`src/sv/pli_ram.sv`:
```
// generic single-write, single-read ram with registered read data
module pli_ram #(
	parameter int WIDTH = 32,
	parameter int DEPTH = 64
) (
	input  logic                     clk,
	input  logic                     we,
	input  logic [$clog2(DEPTH)-1:0] waddr,
	input  logic [WIDTH-1:0]         wdata,
	input  logic [$clog2(DEPTH)-1:0] raddr,
	output logic [WIDTH-1:0]         rdata
);

	logic [WIDTH-1:0] mem_q [DEPTH];

	always_ff @(posedge clk) begin
		if (we) begin
			mem_q[waddr] <= wdata;
		end
		rdata <= mem_q[raddr];
	end

endmodule

```
`config.mk`:
```
export PLATFORM = sky130hd
export DESIGN_NAME = pli_ram
export DESIGN_NICKNAME = d
export VERILOG_FILES = /design/src/sv/pli_ram.sv
export SDC_FILE = /design/constraint.sdc
export NUM_CORES = 2
export LEC_CHECK = 0
export BUFFER_PORTS_ARGS = -buffer_cell sky130_fd_sc_hd__buf_2
export CORE_UTILIZATION = 60
export DETAILED_ROUTE_END_ITERATION = 12
export PLACE_DENSITY = 0.76
export REMOVE_ABC_BUFFERS = 1
export SLEW_MARGIN = 20
export SYNTH_ARGS = -nofsm -noshare
export SYNTH_HDL_FRONTEND = slang
export SYNTH_SLANG_ARGS = --single-unit
export TNS_END_PERCENT = 20
```
`constraint.sdc`:
```
create_clock -name clk -period 9.7 [get_ports clk]
set_input_delay 0.97 -clock clk [delete_from_list [all_inputs] [get_ports clk]]
set_output_delay 0.97 -clock clk [all_outputs]
set_load 0.03 [all_outputs]
```
==> flow_summary.toml <==
[timing]
timing_hold_violations_final = 0
drv_slew = 0
worstMarginPinSlew_ns = 1.20
timing.slew.headroom_pct = 20.0
layout_setup_ws_ns = 5.91
rsz0062_at_grt = "no"
period_share_pct = 39.1
skew_ns = 0.0321
whs_ns = 0.598
period_needed_ns = 3.79
max_freq_mhz = 264
setup_violations = 0
finalSetupTns_ns = 0

[die]
rows = 132
die_y_microns = 364
ios = 78
coreArea_sq_um = 130000
fp.dieArea_sq_um = 132000
die_w_microns = 364
start_util_pct = 60.6

[clock_tree]
clock_latency_ns = 0.82
h-tree-depth = 4
cts_resized = 0
postCtsHoldBufs = 0
cts_tree = "built"
path_clk_slew_ns = 0.06
cts-root-buf = "clkbuf_16"
cts_sinks = 2080
postCtsSetupRepairBufs = 0
cts_buffers = 192
clockBufferDepth = 3

[synthesis]
ys_ff_latch = 2080
avgSynthCellArea_sq_um = 23.6
syn-cell-area_sq_um = 78500
synth_seq_area_share_pct = 79.1
synth_cell_types = 34
synth_warnings = 0
synth_cells = 3324

[layout]
drive_above_1_share_pct = 29.0
nets = 3553
multi_input_area_sq_um = 16000
register_area_sq_um = 62100
fin_cells = 5422
fillers = 7444
area_growth_pct = 11.9
fin_util_pct = 67.7

[min_path]
hold_class = "primary input to flop"

[placed_design]
dp_cells = 5053
dp_hpwl_microns = 105000
portBuffers = 77
place_ws_ns = 5.08
place_congestion = 0.823

[worst_setup_path]
crit_fanout = 145
crit_required_ns = 10.36
crit_path_end_kind = "flop"
worst_setup_path_start_kind = "primary input"
path_class = "primary input to flop"
worstPathArrival_ns = 4.46

[pwr]
vdd_drop_max_v = 0.000187
p_leak_nw = 27.3
power_density_nw_per_um2 = 209

[routing]
via_count = 38200
wl_per_cell_microns = 37.2
drtAntennaViolNets = 0
via_per_inst = 7.05
drc_errors = 0
drt_iter0_drc = 6252
drt_wl_total_microns = 201000
drtPass1Iterations = 6

[outcome]
status = "completed"

[grt]
grt_pass1_wl_microns = 283000
grt_overflow = 0
antenna_found_initial = 19
grt_util_all_layers_pct = 31.1
grt_max_degree = 146
grt_pass1_vias = 38600

[flow_run]
drv_cap = 0
==> metrics by stage <==
step / total power [mW] / cell area (sq um)
after floorplan: 10.6 / 77600
after global placement: 11.1 / 81500
after detailed placement: 11.1 / 81500
after CTS: 18.4 / 87700
after global routing: 18.8 / 87800
final: 18.4 / 87800
==> final cells by class <==
class,count,area share (%)
multi-input cells,1062,18.2
clock inverters,99,1.02
well taps,1742,2.48
diodes,8,0.0228
clock buffers,260,6.08
flip-flops and latches,2080,70.8
repair buffers,171,1.44
==> worst max-delay path: stages <==
cell	delay, ns
buf_8	0.59
buf_12	0.57
mux4_2	0.42
mux4_2	0.56
o22ai_1	0.68
nor2_1	0.15
==> state kept, by name, summed over array words and instances, names as in the netlist <==
signal and flops:
rdata 32, mem_q 2048
==> cell usage in the layout, fill, tap and decap left out, types with 5 or more instances in the layout <==
cell type and count:
a21oi_1 62, a22oi_1 12, a311oi_1 8, buf_12 7, buf_2 51, buf_4 110, bufinv_16 13, clkbuf_1 47
clkbuf_16 198, clkbuf_8 15, clkinv_1 36, clkinv_2 33, clkinvlp_4 6, dfxtp_1 32, diode_2 8, edfxtp_1 2048
mux2i_1 93, mux4_2 544, nand2_1 26, nand2b_1 5, nand3_1 5, nand3b_1 5, nor2_1 75, nor2_4 62
nor2b_1 14, nor3_1 5, o221ai_1 27, o22ai_1 83
==> routing by layer <==
layer	vias up	share of wire [%]	routed length, microns	global-route usage (%)
met2	2961	49	98100	49.6
met3	485	13	26400	8.07
met4	18	4.0	8130	12.2
met5	-	0.059	118	0
li1	14600	-	-	-
met1	20100	34	68700	41.5
==> path summary, 6_finish.rpt <==
kind,from,to,slack (ns),cells past startpoint
worst max register to register,mem_q[15][11],rdata[11],7.24,4
worst max-delay path,raddr[1],rdata[10],5.91,6
worst min-delay path,wdata[8],mem_q[37][8],0.60,1
worst min register to register,mem_q[12][8],rdata[8],0.74,4
==> cells in the mapped netlist (all sizes together) <==
master | instances | area (sq um)
a21oi | 62 | 310
a22oi | 12 | 90.1
a311oi | 8 | 70.1
a31oi | 1 | 6.26
a41o | 4 | 40.0
and2 | 2 | 12.5
and3 | 4 | 25.0
buf | 108 | 608
clkbuf | 74 | 278
dfxtp | 32 | 641
edfxtp | 2048 | 61500
mux2i | 93 | 931
mux4 | 544 | 12300
nand2 | 26 | 97.6
nand2b | 8 | 50.1
nand3 | 5 | 25.0
nand3b | 5 | 37.5
nand4 | 2 | 12.5
nand4b | 1 | 8.76
nor2 | 137 | 514
nor2b | 15 | 93.8
nor3 | 7 | 35.0
o221ai | 27 | 236
o22ai | 84 | 526
o32ai | 4 | 35.0
or2 | 3 | 18.8
or3 | 3 | 18.8
or3b | 5 | 43.8
==> cell families after synthesis <==
group | Yosys count | synth area share (%)
AO/OA/AOI/OAI | 202 | 1.67
buffers and inverters | 182 | 1.13
flip-flops | 2080 | 79.1
multiplexers | 637 | 16.8
AND/OR/NAND/NOR | 223 | 1.27
==> report_power, final <==
| group | internal [mW] | leakage [nW] | switching (mW) |
|---|---|---|---|
| clock network | 4.21 | 3.05 | 3.27 |
| registers | 9.95 | 18.7 | 0.0520 |
| logic | 0.323 | 5.53 | 0.594 |
| total | 14.5 | 27.3 | 3.91 |
Note: power is estimated with default switching activity, not from simulation.
