===== src/sv/pli_pkg.sv =====
// shared constants, codes and controller/datapath handshake types for the interpolator
package pli_pkg;

	localparam int MAX_POINTS = 64;
	localparam int FRAC_BITS  = 16;

	localparam int DATA_W = 32;
	localparam int PIDX_W = 6;
	localparam int CNT_W  = 7;
	localparam int ST_W   = 3;

	localparam int ADDR_W = $clog2(MAX_POINTS);
	localparam int N_W    = $clog2(MAX_POINTS + 1);

	// quotient bits kept by the divider; anything at or above 2^DIV_K saturates anyway
	localparam int DIV_K  = 34;
	localparam int DIVC_W = $clog2(DIV_K);
	localparam int SUM_W  = DIV_K + 3;

	localparam logic [CNT_W-1:0] COUNT_RESET = 7'd2;

	typedef enum logic [0:0] {
		REQ_LOAD  = 1'b0,
		REQ_QUERY = 1'b1
	} pli_req_kind_t;

	typedef enum logic [ST_W-1:0] {
		ST_INTERIOR = 3'd0,
		ST_LEFT     = 3'd1,
		ST_RIGHT    = 3'd2,
		ST_ZERO_DX  = 3'd3,
		ST_SAT      = 3'd4
	} pli_status_t;

	typedef struct packed {
		logic start;
		logic load_wr;
		logic scan;
		logic pick;
		logic rd_a;
		logic rd_b;
		logic cap_b;
		logic mag;
		logic mul;
		logic div_init;
		logic div_step;
		logic load_out;
	} pli_cmd_t;

	typedef struct packed {
		logic scan_last;
		logic dx_zero;
		logic div_last;
		logic out_free;
	} pli_sts_t;

endpackage


===== src/sv/pli_ctrl.sv =====
// sequencing state machine for load and query words
module pli_ctrl (
	input  logic              clk,
	input  logic              arst_n,
	input  logic              req_valid,
	input  logic              req_type,
	output logic              req_ready,
	input  pli_pkg::pli_sts_t sts,
	output pli_pkg::pli_cmd_t cmd
);

	typedef enum logic [11:0] {
		S_IDLE     = 12'b0000_0000_0001,
		S_SCAN     = 12'b0000_0000_0010,
		S_DRAIN    = 12'b0000_0000_0100,
		S_PICK     = 12'b0000_0000_1000,
		S_RD_A     = 12'b0000_0001_0000,
		S_RD_B     = 12'b0000_0010_0000,
		S_CAP_B    = 12'b0000_0100_0000,
		S_MAG      = 12'b0000_1000_0000,
		S_MUL      = 12'b0001_0000_0000,
		S_DIV_INIT = 12'b0010_0000_0000,
		S_DIV      = 12'b0100_0000_0000,
		S_FIN      = 12'b1000_0000_0000
	} state_t;

	state_t state_q, state_d;

	always_ff @(posedge clk or negedge arst_n) begin
		if (!arst_n) begin
			state_q <= S_IDLE;
		end else begin
			state_q <= state_d;
		end
	end

	always_comb begin
		state_d   = state_q;
		cmd       = '0;
		req_ready = 1'b0;
		case (state_q)
			S_IDLE: begin
				req_ready = 1'b1;
				if (req_valid) begin
					if (req_type == pli_pkg::REQ_QUERY) begin
						cmd.start = 1'b1;
						state_d   = S_SCAN;
					end else begin
						cmd.load_wr = 1'b1;
					end
				end
			end
			S_SCAN: begin
				cmd.scan = 1'b1;
				if (sts.scan_last) begin
					state_d = S_DRAIN;
				end
			end
			S_DRAIN: begin
				state_d = S_PICK;
			end
			S_PICK: begin
				cmd.pick = 1'b1;
				state_d  = S_RD_A;
			end
			S_RD_A: begin
				cmd.rd_a = 1'b1;
				state_d  = S_RD_B;
			end
			S_RD_B: begin
				cmd.rd_b = 1'b1;
				state_d  = S_CAP_B;
			end
			S_CAP_B: begin
				cmd.cap_b = 1'b1;
				state_d   = S_MAG;
			end
			S_MAG: begin
				cmd.mag = 1'b1;
				state_d = sts.dx_zero ? S_FIN : S_MUL;
			end
			S_MUL: begin
				cmd.mul = 1'b1;
				state_d = S_DIV_INIT;
			end
			S_DIV_INIT: begin
				cmd.div_init = 1'b1;
				state_d      = S_DIV;
			end
			S_DIV: begin
				cmd.div_step = 1'b1;
				if (sts.div_last) begin
					state_d = S_FIN;
				end
			end
			S_FIN: begin
				if (sts.out_free) begin
					cmd.load_out = 1'b1;
					state_d      = S_IDLE;
				end
			end
			default: begin
				state_d = S_IDLE;
			end
		endcase
	end

endmodule


===== config.mk =====
export PLATFORM = sky130hd
export DESIGN_NAME = pli_ctrl
export DESIGN_NICKNAME = d
export VERILOG_FILES = /design/src/sv/pli_pkg.sv /design/src/sv/pli_ctrl.sv
export SDC_FILE = /design/constraint.sdc
export NUM_CORES = 1
export LEC_CHECK = 0
export ABC_AREA = 1
export BUFFER_PORTS_ARGS = -buffer_cell sky130_fd_sc_hd__buf_2
export CORE_MARGIN = 5
export CORE_UTILIZATION = 45
export DETAILED_ROUTE_END_ITERATION = 8
export GPL_TIMING_DRIVEN = 1
export PLACE_DENSITY = 0.67
export SLEW_MARGIN = 30
export SYNTH_ARGS = -nofsm -noshare
export SYNTH_HDL_FRONTEND = slang
export SYNTH_SLANG_ARGS = --single-unit

===== constraint.sdc =====
create_clock -name clk -period 2.5 [get_ports clk]
set_clock_uncertainty 0.05 [all_clocks]
set_input_delay 0.125 -clock clk [delete_from_list [all_inputs] [get_ports clk]]
set_output_delay 0.125 -clock clk [all_outputs]
set_load 0.02 [all_outputs]

==> impl_metrics.json <==
{
  "status": "complete, no violations",
  "startpoint_type": "flip-flop",
  "drt_pass1_iterations": 4,
  "wl_per_cell_um": 10.1,
  "synthFlopType": "dfrtp_1",
  "core-area_sq_um": 1710,
  "switching_share_pct": 42.7,
  "powerDensity_nw_per_um2": 706,
  "final_hold_viol_count": 0,
  "nets": 154,
  "post-route-min-period_ns": 1.73,
  "syn2layout_area_growth_pct": 22.0,
  "clockBufferDepth": 2,
  "io_pins": 21,
  "yosysUniqueCellTypes": 20,
  "combPwrFrac_pct": 46.4,
  "relSlewSlack_pct": 80.6,
  "synth.net_count": 127,
  "hpwl_um": 1360,
  "placed_area_sq_um": 937,
  "antenna_found_initial": 0,
  "cts_sinks": 12,
  "grt_overflow": 0,
  "start_util_pct": 47.2,
  "fmax_ghz": 0.578,
  "finalMaxSlewViolations": 0,
  "cts.clk_slew.worst_paths_ns": 0.08,
  "critPathKind": "reg2out",
  "power.internal_w": 0.000398,
  "ys_ff_latch": 12,
  "dieArea_sq_um": 2740,
  "setup-tns-final_ns": 0,
  "postSynthAreaPerCell_sq_um": 6.77,
  "largest-register": "state_q",
  "gr-usage-all-layers_pct": 14.8,
  "worst_pin_slew_ns": 0.291,
  "grt_pass1_wl_um": 2930,
  "reg_top3": "state_q: 12 flops",
  "arrival_ns": 1.56,
  "pwr-share-seq_pct": 35.6,
  "p_switching_w": 0.000297,
  "leakagePower_nw": 0.689,
  "die-height_um": 52.3,
  "fin_area_sq_um": 983,
  "synth-edff-count": 0,
  "synth_area_sq_um": 806,
  "drt_wl_total_um": 1710,
  "htree_levels": 1,
  "power_frac_clock_pct": 18.0,
  "dr_total_vias": 772,
  "cts_buffers": 3,
  "synthArstFlopShare_pct": 100,
  "syn_inst": 119,
  "ir_drop_mv": 0.519,
  "required_ns": 2.33,
  "cts_root_buf": "clkbuf_4",
  "antennaDiodeCount": 0,
  "synth_seq_area_share_pct": 37.4,
  "largest_reg_flops": 12,
  "finalCritPeriodShare_pct": 69.2,
  "end_kind": "output port",
  "drt_drc_violations_left": 0,
  "portBuffers": 20,
  "post_cts_resized": 0,
  "yosys-top-cells-area": "dfrtp_1 (34%), nand2_1 (16%), inv_1 (14%), nor2_1 (6.5%), nor2_2 (3.9%)",
  "crit_fanout": 5,
  "synth_most_common_cell": "nand2_1",
  "gp_congestion": 0.800,
  "first_iter_violations": 16,
  "clk_latency_ns": 0.27,
  "rsz0062_at_grt": "false",
  "netlist_top_cells_count": "nand2_1 (34), inv_1 (29), nor2_1 (14)",
  "detail_route.vias_per_cell": 4.54,
  "final-setup-viol-count": 0,
  "cts_tree": "yes",
  "drive_gt1_share_pct": 26.9,
  "yosysTopAreaCellShare_pct": 34.2,
  "hold_class": "in2reg",
  "yosysWarnings": 0,
  "rows": 15,
  "grt_pass1_vias": 734,
  "grt_max_degree": 13,
  "maxCapViolCount": 0,
  "ant_nets": 0,
  "synth_largest_area_cell": "dfrtp_1",
  "die_w_um": 52.3
}
==> cell usage in the layout (no fill, tap or decap), types with 2 or more instances in the layout <==
cell           synthesis  routed
buf_2                  0      20
clkbuf_4               0       3
dfrtp_1               11      11
dlygate4sd3_1          0       2
inv_1                 29      29
nand2_1               34      34
nand2_2                2       2
nand2_4                2       2
nand3_1                3       3
nand3b_1               2       2
nor2_1                14      14
nor2_2                 5       5
nor2_4                 2       2
nor3_1                 6       6
==> routing by layer <==
layer / wire [um] / vias up / global-route usage (%)
li1: - / 403 / -
met1: 783 / 341 / 17.7
met2: 809 / 24 / 23.3
met3: 70 / 4 / 1.99
met4: 49 / 0 / 12.3
met5: 0 / - / 0
==> logic make-up after synthesis <==
family | Yosys count | synth area share (%)
flops | 12 | 37.4
simple gates | 74 | 46.3
buf+inv | 30 | 14.0
compound gates | 3 | 2.33
==> cell type report <==
cell class,instances,area (sq um)
multi-input combinational,77,392
fill,173,724
inverter,30,113
sequential,12,302
tap,25,31.3
timing repair buffer,22,120
clock buffer,4,26.3
==> power groups by stage <==
stage	registers (W)	clock network [W]	logic, W
final	0.000247	0.000125	0.000323
after global routing	0.000251	0.000140	0.000369
after CTS	0.000246	0.000131	0.000327
after floorplan	0.000246	0	0.000253
after detailed placement	0.000250	0	0.000321
after global placement	0.000249	0	0.000316
==> critical path: stages (launching register included) <==
cell and delay (ns):
dfrtp_1 0.41, nor2_2 0.16, nand2_4 0.10, nor2_8 0.14, nand2_2 0.10, nor3b_1 0.18
buf_2 0.19
==> metrics by stage <==
| step | hold WS (ns) | worst slack, ns | util (%) | std cells | power, W |
|---|---|---|---|---|---|
| 2_1_floorplan | -0.221 | 0.936 | - | 119 | 0.000499 |
| 3_3_place_gp | -0.0308 | 1.07 | 54.9 | 164 | 0.000566 |
| 3_5_place_dp | -0.0279 | 1.04 | 54.9 | 164 | 0.000571 |
| 4_1_cts | 0.0736 | 0.739 | 57.6 | 170 | 0.000704 |
| 5_1_grt | 0.0923 | 0.635 | 57.6 | 170 | 0.000760 |
| 6_report | 0.0788 | 0.769 | 57.6 | 170 | 0.000695 |
==> worst paths after layout <==
kind                                              from                      end  slack [ns]  cells past startpoint
worst max-delay path            state_q[8]$_DFFE_PN0P_                  cmd[10]        0.77                      6
max in group asynchronous                       arst_n   state_q[0]$_DFFE_PN1P_        1.86                      2
worst min-delay path                            sts[3]   state_q[1]$_DFFE_PN0P_        0.08                      3
min in group asynchronous                       arst_n   state_q[9]$_DFFE_PN0P_        0.25                      2
worst max register to register  state_q[2]$_DFFE_PN0P_  state_q[11]$_DFFE_PN0P_        1.04                      8
worst min register to register  state_q[0]$_DFFE_PN1P_   state_q[0]$_DFFE_PN1P_        0.48                      2
==> what timing repair did <==
action	in CTS	in global routing
buffers inserted	0	0
hold buffers	2	0
hold endpoints to repair	13	0
endpoints found under the setup margin	0	0
Note: power is estimated with default switching activity, not from simulation.
