**src/sv/pli_pkg.sv**
```systemverilog
// shared constants, codes and controller/datapath handshake types for the interpolator
package pli_pkg;

	localparam int MAX_POINTS = 64;
	localparam int FRAC_BITS  = 16;

	localparam int DATA_W = 32;
	localparam int PIDX_W = 6;
	localparam int CNT_W  = 7;
	localparam int ST_W   = 3;

	localparam int ADDR_W = $clog2(MAX_POINTS);
	localparam int N_W    = $clog2(MAX_POINTS + 1);

	// quotient bits kept by the divider; anything at or above 2^DIV_K saturates anyway
	localparam int DIV_K  = 34;
	localparam int DIVC_W = $clog2(DIV_K);
	localparam int SUM_W  = DIV_K + 3;

	localparam logic [CNT_W-1:0] COUNT_RESET = 7'd2;

	typedef enum logic [0:0] {
		REQ_LOAD  = 1'b0,
		REQ_QUERY = 1'b1
	} pli_req_kind_t;

	typedef enum logic [ST_W-1:0] {
		ST_INTERIOR = 3'd0,
		ST_LEFT     = 3'd1,
		ST_RIGHT    = 3'd2,
		ST_ZERO_DX  = 3'd3,
		ST_SAT      = 3'd4
	} pli_status_t;

	typedef struct packed {
		logic start;
		logic load_wr;
		logic scan;
		logic pick;
		logic rd_a;
		logic rd_b;
		logic cap_b;
		logic mag;
		logic mul;
		logic div_init;
		logic div_step;
		logic load_out;
	} pli_cmd_t;

	typedef struct packed {
		logic scan_last;
		logic dx_zero;
		logic div_last;
		logic out_free;
	} pli_sts_t;

endpackage

```
**src/sv/pli_dp.sv**
```systemverilog
// datapath: breakpoint scan, segment fetch, multiply, dual restoring divide, saturation
module pli_dp (
	input  logic                                clk,
	input  logic                                arst_n,
	input  logic                                cfg_we,
	input  logic        [pli_pkg::CNT_W-1:0]    cfg_data,
	input  logic        [pli_pkg::PIDX_W-1:0]   point_index,
	input  logic signed [pli_pkg::DATA_W-1:0]   x_value,
	input  logic signed [pli_pkg::DATA_W-1:0]   y_value,
	input  logic signed [pli_pkg::DATA_W-1:0]   query_x,
	input  pli_pkg::pli_cmd_t                   cmd,
	output pli_pkg::pli_sts_t                   sts,
	output logic                                ram_we,
	output logic        [pli_pkg::ADDR_W-1:0]   ram_waddr,
	output logic        [pli_pkg::DATA_W-1:0]   x_wdata,
	output logic        [pli_pkg::DATA_W-1:0]   y_wdata,
	output logic        [pli_pkg::ADDR_W-1:0]   ram_raddr,
	input  logic        [pli_pkg::DATA_W-1:0]   x_rdata,
	input  logic        [pli_pkg::DATA_W-1:0]   y_rdata,
	output logic                                out_valid,
	input  logic                                out_ready,
	output logic signed [pli_pkg::DATA_W-1:0]   y_out,
	output logic signed [pli_pkg::DATA_W-1:0]   slope_out,
	output logic        [pli_pkg::ST_W-1:0]     status
);

	localparam int NW = pli_pkg::N_W;
	localparam int AW = pli_pkg::ADDR_W;
	localparam int K  = pli_pkg::DIV_K;
	localparam int CW = pli_pkg::DIVC_W;
	localparam int SW = pli_pkg::SUM_W;
	localparam int MP = pli_pkg::MAX_POINTS;

	localparam logic signed [SW-1:0] SAT_HI = SW'(64'sd2147483647);
	localparam logic signed [SW-1:0] SAT_LO = SW'(-64'sd2147483648);

	logic [pli_pkg::CNT_W-1:0] pcount_q;

	logic signed [31:0] q_q, x0_q, prev_q, xlast_q, xa_q, ya_q, yanc_q;
	logic [NW-1:0] n_q, ptr_q, n_start, pick_a;
	logic [NW-1:0] tag_idx_s1;
	logic          tag_v_s1;
	logic [AW-1:0] sel_q;
	pli_pkg::pli_status_t seg_st_q, pick_st;

	logic signed [32:0] dx_q, dy_q, off_q;
	logic [31:0] mdx_q, mdy_q, moff_q;
	logic        neg_y_q, neg_s_q;
	logic [63:0] prod_q, sdv_q;

	logic [31:0]  ry_q, rs_q;
	logic [K-1:0] ly_q, ls_q;
	logic         big_y_q, big_s_q;
	logic [CW-1:0] cnt_q;

	logic signed [31:0] rd_x, rd_y, xb_anc, yb_anc;
	logic [32:0] ry2, rs2;
	logic        ge_y, ge_s;

	logic [K:0]          my, ms;
	logic signed [SW-1:0] my_s, ms_s, ysum, ssum;
	logic                y_sat, s_sat;
	logic signed [31:0]  y_fin, s_fin;
	pli_pkg::pli_status_t st_fin;

	assign rd_x = signed'(x_rdata);
	assign rd_y = signed'(y_rdata);

	// loads go straight into the stores
	assign ram_we    = cmd.load_wr && (32'(point_index) < 32'(MP));
	assign ram_waddr = AW'(point_index);
	assign x_wdata   = x_value;
	assign y_wdata   = y_value;
	assign ram_raddr = ptr_q[AW-1:0];

	// clamp the configured count into two up to the store depth
	always_comb begin
		if (pcount_q < pli_pkg::CNT_W'(2)) begin
			n_start = NW'(2);
		end else if (32'(pcount_q) > 32'(MP)) begin
			n_start = NW'(MP);
		end else begin
			n_start = NW'(pcount_q);
		end
	end

	always_comb begin
		if (q_q <= x0_q) begin
			pick_a  = '0;
			pick_st = pli_pkg::ST_LEFT;
		end else if (q_q >= xlast_q) begin
			pick_a  = n_q - NW'(2);
			pick_st = pli_pkg::ST_RIGHT;
		end else begin
			pick_a  = NW'(sel_q);
			pick_st = pli_pkg::ST_INTERIOR;
		end
	end

	// right extrapolation anchors on the last point
	assign xb_anc = (seg_st_q == pli_pkg::ST_RIGHT) ? rd_x : xa_q;
	assign yb_anc = (seg_st_q == pli_pkg::ST_RIGHT) ? rd_y : ya_q;

	// one restoring step for each quotient
	assign ry2  = {ry_q, ly_q[K-1]};
	assign rs2  = {rs_q, ls_q[K-1]};
	assign ge_y = ry2 >= {1'b0, mdx_q};
	assign ge_s = rs2 >= {1'b0, mdx_q};

	// sign, saturate and pick the status
	always_comb begin
		my    = {big_y_q, big_y_q ? {K{1'b0}} : ly_q};
		ms    = {big_s_q, big_s_q ? {K{1'b0}} : ls_q};
		my_s  = signed'(SW'(my));
		ms_s  = signed'(SW'(ms));
		ysum  = SW'(yanc_q) + (neg_y_q ? -my_s : my_s);
		ssum  = neg_s_q ? -ms_s : ms_s;
		y_sat = (ysum > SAT_HI) || (ysum < SAT_LO);
		s_sat = (ssum > SAT_HI) || (ssum < SAT_LO);
		if (y_sat) begin
			y_fin = ysum[SW-1] ? 32'sh8000_0000 : 32'sh7fff_ffff;
		end else begin
			y_fin = ysum[31:0];
		end
		if (s_sat) begin
			s_fin = ssum[SW-1] ? 32'sh8000_0000 : 32'sh7fff_ffff;
		end else begin
			s_fin = ssum[31:0];
		end
		if (dx_q == '0) begin
			y_fin  = yanc_q;
			s_fin  = '0;
			st_fin = pli_pkg::ST_ZERO_DX;
		end else if (y_sat || s_sat) begin
			st_fin = pli_pkg::ST_SAT;
		end else begin
			st_fin = seg_st_q;
		end
	end

	assign sts.scan_last = (ptr_q == n_q - NW'(1));
	assign sts.dx_zero   = (dx_q == '0);
	assign sts.div_last  = (cnt_q == CW'(K - 1));
	assign sts.out_free  = !out_valid || out_ready;

	// control state
	always_ff @(posedge clk or negedge arst_n) begin
		if (!arst_n) begin
			pcount_q  <= pli_pkg::COUNT_RESET;
			tag_v_s1  <= 1'b0;
			out_valid <= 1'b0;
		end else begin
			if (cfg_we) begin
				pcount_q <= cfg_data;
			end
			tag_v_s1 <= cmd.scan;
			if (cmd.load_out) begin
				out_valid <= 1'b1;
			end else if (out_ready) begin
				out_valid <= 1'b0;
			end
		end
	end

	// payload
	always_ff @(posedge clk) begin
		if (cmd.start) begin
			q_q   <= query_x;
			n_q   <= n_start;
			ptr_q <= '0;
		end
		if (cmd.scan) begin
			tag_idx_s1 <= ptr_q;
			ptr_q      <= ptr_q + NW'(1);
		end
		// compare on the registered read data, tagged with the index it was read from
		if (tag_v_s1) begin
			if (tag_idx_s1 == '0) begin
				x0_q  <= rd_x;
				sel_q <= '0;
			end else begin
				if ((prev_q <= q_q) && (q_q < rd_x)) begin
					sel_q <= AW'(tag_idx_s1 - NW'(1));
				end
				xlast_q <= rd_x;
			end
			prev_q <= rd_x;
		end
		if (cmd.pick) begin
			ptr_q    <= pick_a;
			seg_st_q <= pick_st;
		end
		if (cmd.rd_a) begin
			ptr_q <= ptr_q + NW'(1);
		end
		if (cmd.rd_b) begin
			xa_q <= rd_x;
			ya_q <= rd_y;
		end
		if (cmd.cap_b) begin
			dx_q   <= 33'(rd_x) - 33'(xa_q);
			dy_q   <= 33'(rd_y) - 33'(ya_q);
			off_q  <= 33'(q_q) - 33'(xb_anc);
			yanc_q <= yb_anc;
		end
		if (cmd.mag) begin
			mdx_q   <= dx_q[32] ? 32'(-dx_q) : 32'(dx_q);
			mdy_q   <= dy_q[32] ? 32'(-dy_q) : 32'(dy_q);
			moff_q  <= off_q[32] ? 32'(-off_q) : 32'(off_q);
			neg_y_q <= dy_q[32] ^ off_q[32] ^ dx_q[32];
			neg_s_q <= dy_q[32] ^ dx_q[32];
		end
		if (cmd.mul) begin
			prod_q <= 64'(mdy_q) * 64'(moff_q);
			sdv_q  <= 64'(mdy_q) << pli_pkg::FRAC_BITS;
		end
		// high part at or above the divisor means the quotient overflows
		if (cmd.div_init) begin
			ry_q    <= 32'(prod_q >> K);
			rs_q    <= 32'(sdv_q >> K);
			big_y_q <= (prod_q >> K) >= 64'(mdx_q);
			big_s_q <= (sdv_q >> K) >= 64'(mdx_q);
			ly_q    <= prod_q[K-1:0];
			ls_q    <= sdv_q[K-1:0];
			cnt_q   <= '0;
		end
		if (cmd.div_step) begin
			ry_q  <= ge_y ? 32'(ry2 - {1'b0, mdx_q}) : ry2[31:0];
			rs_q  <= ge_s ? 32'(rs2 - {1'b0, mdx_q}) : rs2[31:0];
			ly_q  <= {ly_q[K-2:0], ge_y};
			ls_q  <= {ls_q[K-2:0], ge_s};
			cnt_q <= cnt_q + CW'(1);
		end
		if (cmd.load_out) begin
			y_out     <= y_fin;
			slope_out <= s_fin;
			status    <= st_fin;
		end
	end

endmodule

```
**config.mk**
```make
export PLATFORM = sky130hd
export DESIGN_NAME = pli_dp
export DESIGN_NICKNAME = d
export VERILOG_FILES = /design/src/sv/pli_pkg.sv /design/src/sv/pli_dp.sv
export SDC_FILE = /design/constraint.sdc
export NUM_CORES = 2
export LEC_CHECK = 0
export BUFFER_PORTS_ARGS = -buffer_cell sky130_fd_sc_hd__buf_2
export CORE_UTILIZATION = 55
export DETAILED_ROUTE_END_ITERATION = 10
export PLACE_DENSITY = 0.72
export SYNTH_ARGS = -nofsm -noshare
export SYNTH_HDL_FRONTEND = slang
export SYNTH_SLANG_ARGS = --single-unit
```
**constraint.sdc**
```tcl
create_clock -name clk -period 12.3 [get_ports clk]
set_input_delay 1.845 -clock clk [delete_from_list [all_inputs] [get_ports clk]]
set_output_delay 1.845 -clock clk [all_outputs]
set_load 0.02 [all_outputs]
```
==> results.json <==
{
  "finalHoldViolations": 0,
  "hold_class": "reg2reg",
  "synth_area_um2": 78400,
  "post_cts_buffers": 0,
  "setup_slack_ps": 3160,
  "synth_area_leaders": "edfxtp_1 29%, fa_1 23%, ha_1 10%",
  "rsz0062_at_grt": "no",
  "fin_setup_tns_ps": 0,
  "postPlaceCellArea_um2": 80700,
  "hpwl_um": 168000,
  "crit_fanout": 32,
  "critical_path_class": "reg2reg",
  "synthArstFlopShare_pct": 1.18,
  "h-tree-depth": 3,
  "clock_path_buffers": 3,
  "required_ps": 12760,
  "register_area_um2": 22800,
  "clock_latency_ps": 770,
  "setup_violations": 0,
  "final_nets": 9498,
  "die_h_um": 379,
  "gp_congestion": 1.03,
  "grt_pass1_wl_um": 347000,
  "grt_max_degree": 72,
  "wl_per_cell_um": 23.0,
  "via_per_inst": 5.89,
  "synth_seq_cells": 762,
  "die_area_um2": 144000,
  "slew_viol_final": 0,
  "core-area_um2": 141000,
  "syn-num-nets": 9503,
  "grt_pass1_vias": 60200,
  "multiInputGateArea_um2": 49400,
  "critical_path_arrival_ps": 9610,
  "rows": 138,
  "area_growth_syn_to_layout_pct": 7.10,
  "clock.fmax_ghz": 0.109,
  "period_share_pct": 74.3,
  "die_w_um": 379,
  "critPathLaunchType": "register",
  "cts_buffers": 91,
  "cts_root_buf": "clkbuf_16",
  "yosysSeqAreaShare_pct": 29.1,
  "postSynthAreaPerCell_um2": 10.1,
  "synth_flop_cell": "edfxtp_1",
  "port_buffers": 195,
  "firstDrtPassIters": 6,
  "status": "finished, final reports clean",
  "grt_usage_pct": 32.0,
  "final_common_cell": "inv_1",
  "synth_edf_count": 753,
  "post-place-ws_ps": 3290,
  "drc_errors": 0,
  "nFillCells": 11700,
  "drive_above_1_share_pct": 6.98,
  "end_kind": "register",
  "cts_resized": 0,
  "ioPinCount": 338,
  "final_cell_mix": "1,179 x inv_1, 902 x fa_1, 753 x edfxtp_1",
  "worstMarginPinSlew_ps": 1380,
  "slew_headroom_pct": 7.78,
  "gr-total-overflow": 0,
  "initial_core_util_pct": 55.4,
  "ctsHoldBuffers": 0,
  "clock_sinks": 762,
  "ys_warn_count": 0,
  "path_clk_slew_ps": 70,
  "wirelength_um": 224000,
  "synth_top_area_cell": "edfxtp_1",
  "drtIter0Drc": 4218,
  "cts_tree": "done",
  "num_vias": 57300,
  "syn-instance-count": 7770,
  "synthDominantCellAreaShare_pct": 28.9,
  "final_area_um2": 83900,
  "min_period_ps": 9140,
  "fin_skew_ps": 50.3,
  "max_cap_violations": 0,
  "antenna_found_initial": 9,
  "post-route-util_pct": 59.3,
  "ant_nets": 0,
  "ys_types": 87
}
synthesized netlist by cell type (33+ instances only):
library cell	number
inv_1	1179
fa_1	902
edfxtp_1	753
nand2_1	695
ha_1	642
and2_1	631
a21oi_1	376
nor2_1	352
clkbuf_1	289
xnor2_1	285
o21ai_0	234
a21o_1	157
xor2_1	96
nand3_1	81
buf_4	77
nor2b_1	73
nor3_1	71
nand2b_1	69
mux2_2	64
mux2i_1	60
nand4_1	58
o31ai_1	52
o21a_1	51
a211oi_1	44
a31oi_1	43
o21bai_1	39
or3_1	38
nor4_1	33
worst max-delay path, stage by stage, from the launching register on:
cell and delay (ps):
edfxtp_1 1270, and2_1 280, fa_1 420, fa_1 490, fa_1 510, inv_1 50
fa_1 470, inv_1 60, fa_1 500, inv_1 50, fa_1 530, inv_1 50
fa_1 490, fa_1 420, ha_1 430, and3_1 220, and4_1 250, o21ai_0 90
a21oi_1 250, o41ai_1 120, buf_4 190, or4_1 580, a21o_1 310, o21a_1 270
o41ai_1 420, xor2_1 110
cell type report:
cell class | count | area share, %
clock inverter | 67 | 1.04
multi-input combinational | 5437 | 58.8
sequential | 762 | 27.2
timing repair buffer | 290 | 2.04
antenna | 4 | 0.0119
clock buffer | 100 | 2.75
inverter | 1183 | 5.29
tap | 1890 | 2.82
metrics by stage:
stage,hold WS (ps),cells
after CTS,506,9729
after detailed placement,489,9562
after floorplan,442,7770
final,506,9733
after global placement,489,9562
after global routing,516,9730
logic make-up (layout without fill, tap and decap cells):
| logic type | Yosys count | in the layout | share of synthesized area (%) |
|---|---|---|---|
| adders and majority gates | 1544 | 1544 | 33.3 |
| xor gates and xnor gates | 381 | 381 | 4.26 |
| muxes | 124 | 124 | 1.69 |
| AOI/OAI and AO/OA | 1174 | 1174 | 9.42 |
| other | 0 | 4 | 0 |
| DFF | 762 | 762 | 29.1 |
| buffers and inverters | 1571 | 1640 | 7.92 |
| and+or+nand+nor | 2214 | 2214 | 14.3 |
sequential cells by signal, indices dropped and copies added (netlist names), 33 cells and up:
signal / flops
ls_q: 34
prod_q: 64
ly_q: 34
dx_q: 33
off_q: 33
dy_q: 33
per-layer routing:
metal | track usage (%) | wire length [um] | vias to the layer above
met3 | 6.25 | 16900 | 786
met5 | 0 | 33 | -
met4 | 21.6 | 17800 | 6
met1 | 38.2 | 84300 | 28500
li1 | - | - | 25500
met2 | 52.4 | 105000 | 2493
worst paths after layout:
check,slack [ps],startpoint,to,depth (start not counted)
max,3160,moff_q[5],prod_q[60],25
max reg2reg,3160,moff_q[5],prod_q[60],25
min,510,pcount_q[0],pcount_q[0],1
min in group asynchronous,1060,arst_n,out_valid,1
max in group asynchronous,10860,arst_n,pcount_q[1],1
min reg2reg,510,pcount_q[0],pcount_q[0],1
Power is not shown: default switching activity piles up to over one toggle a cycle in this logic, so the estimate is an artifact.
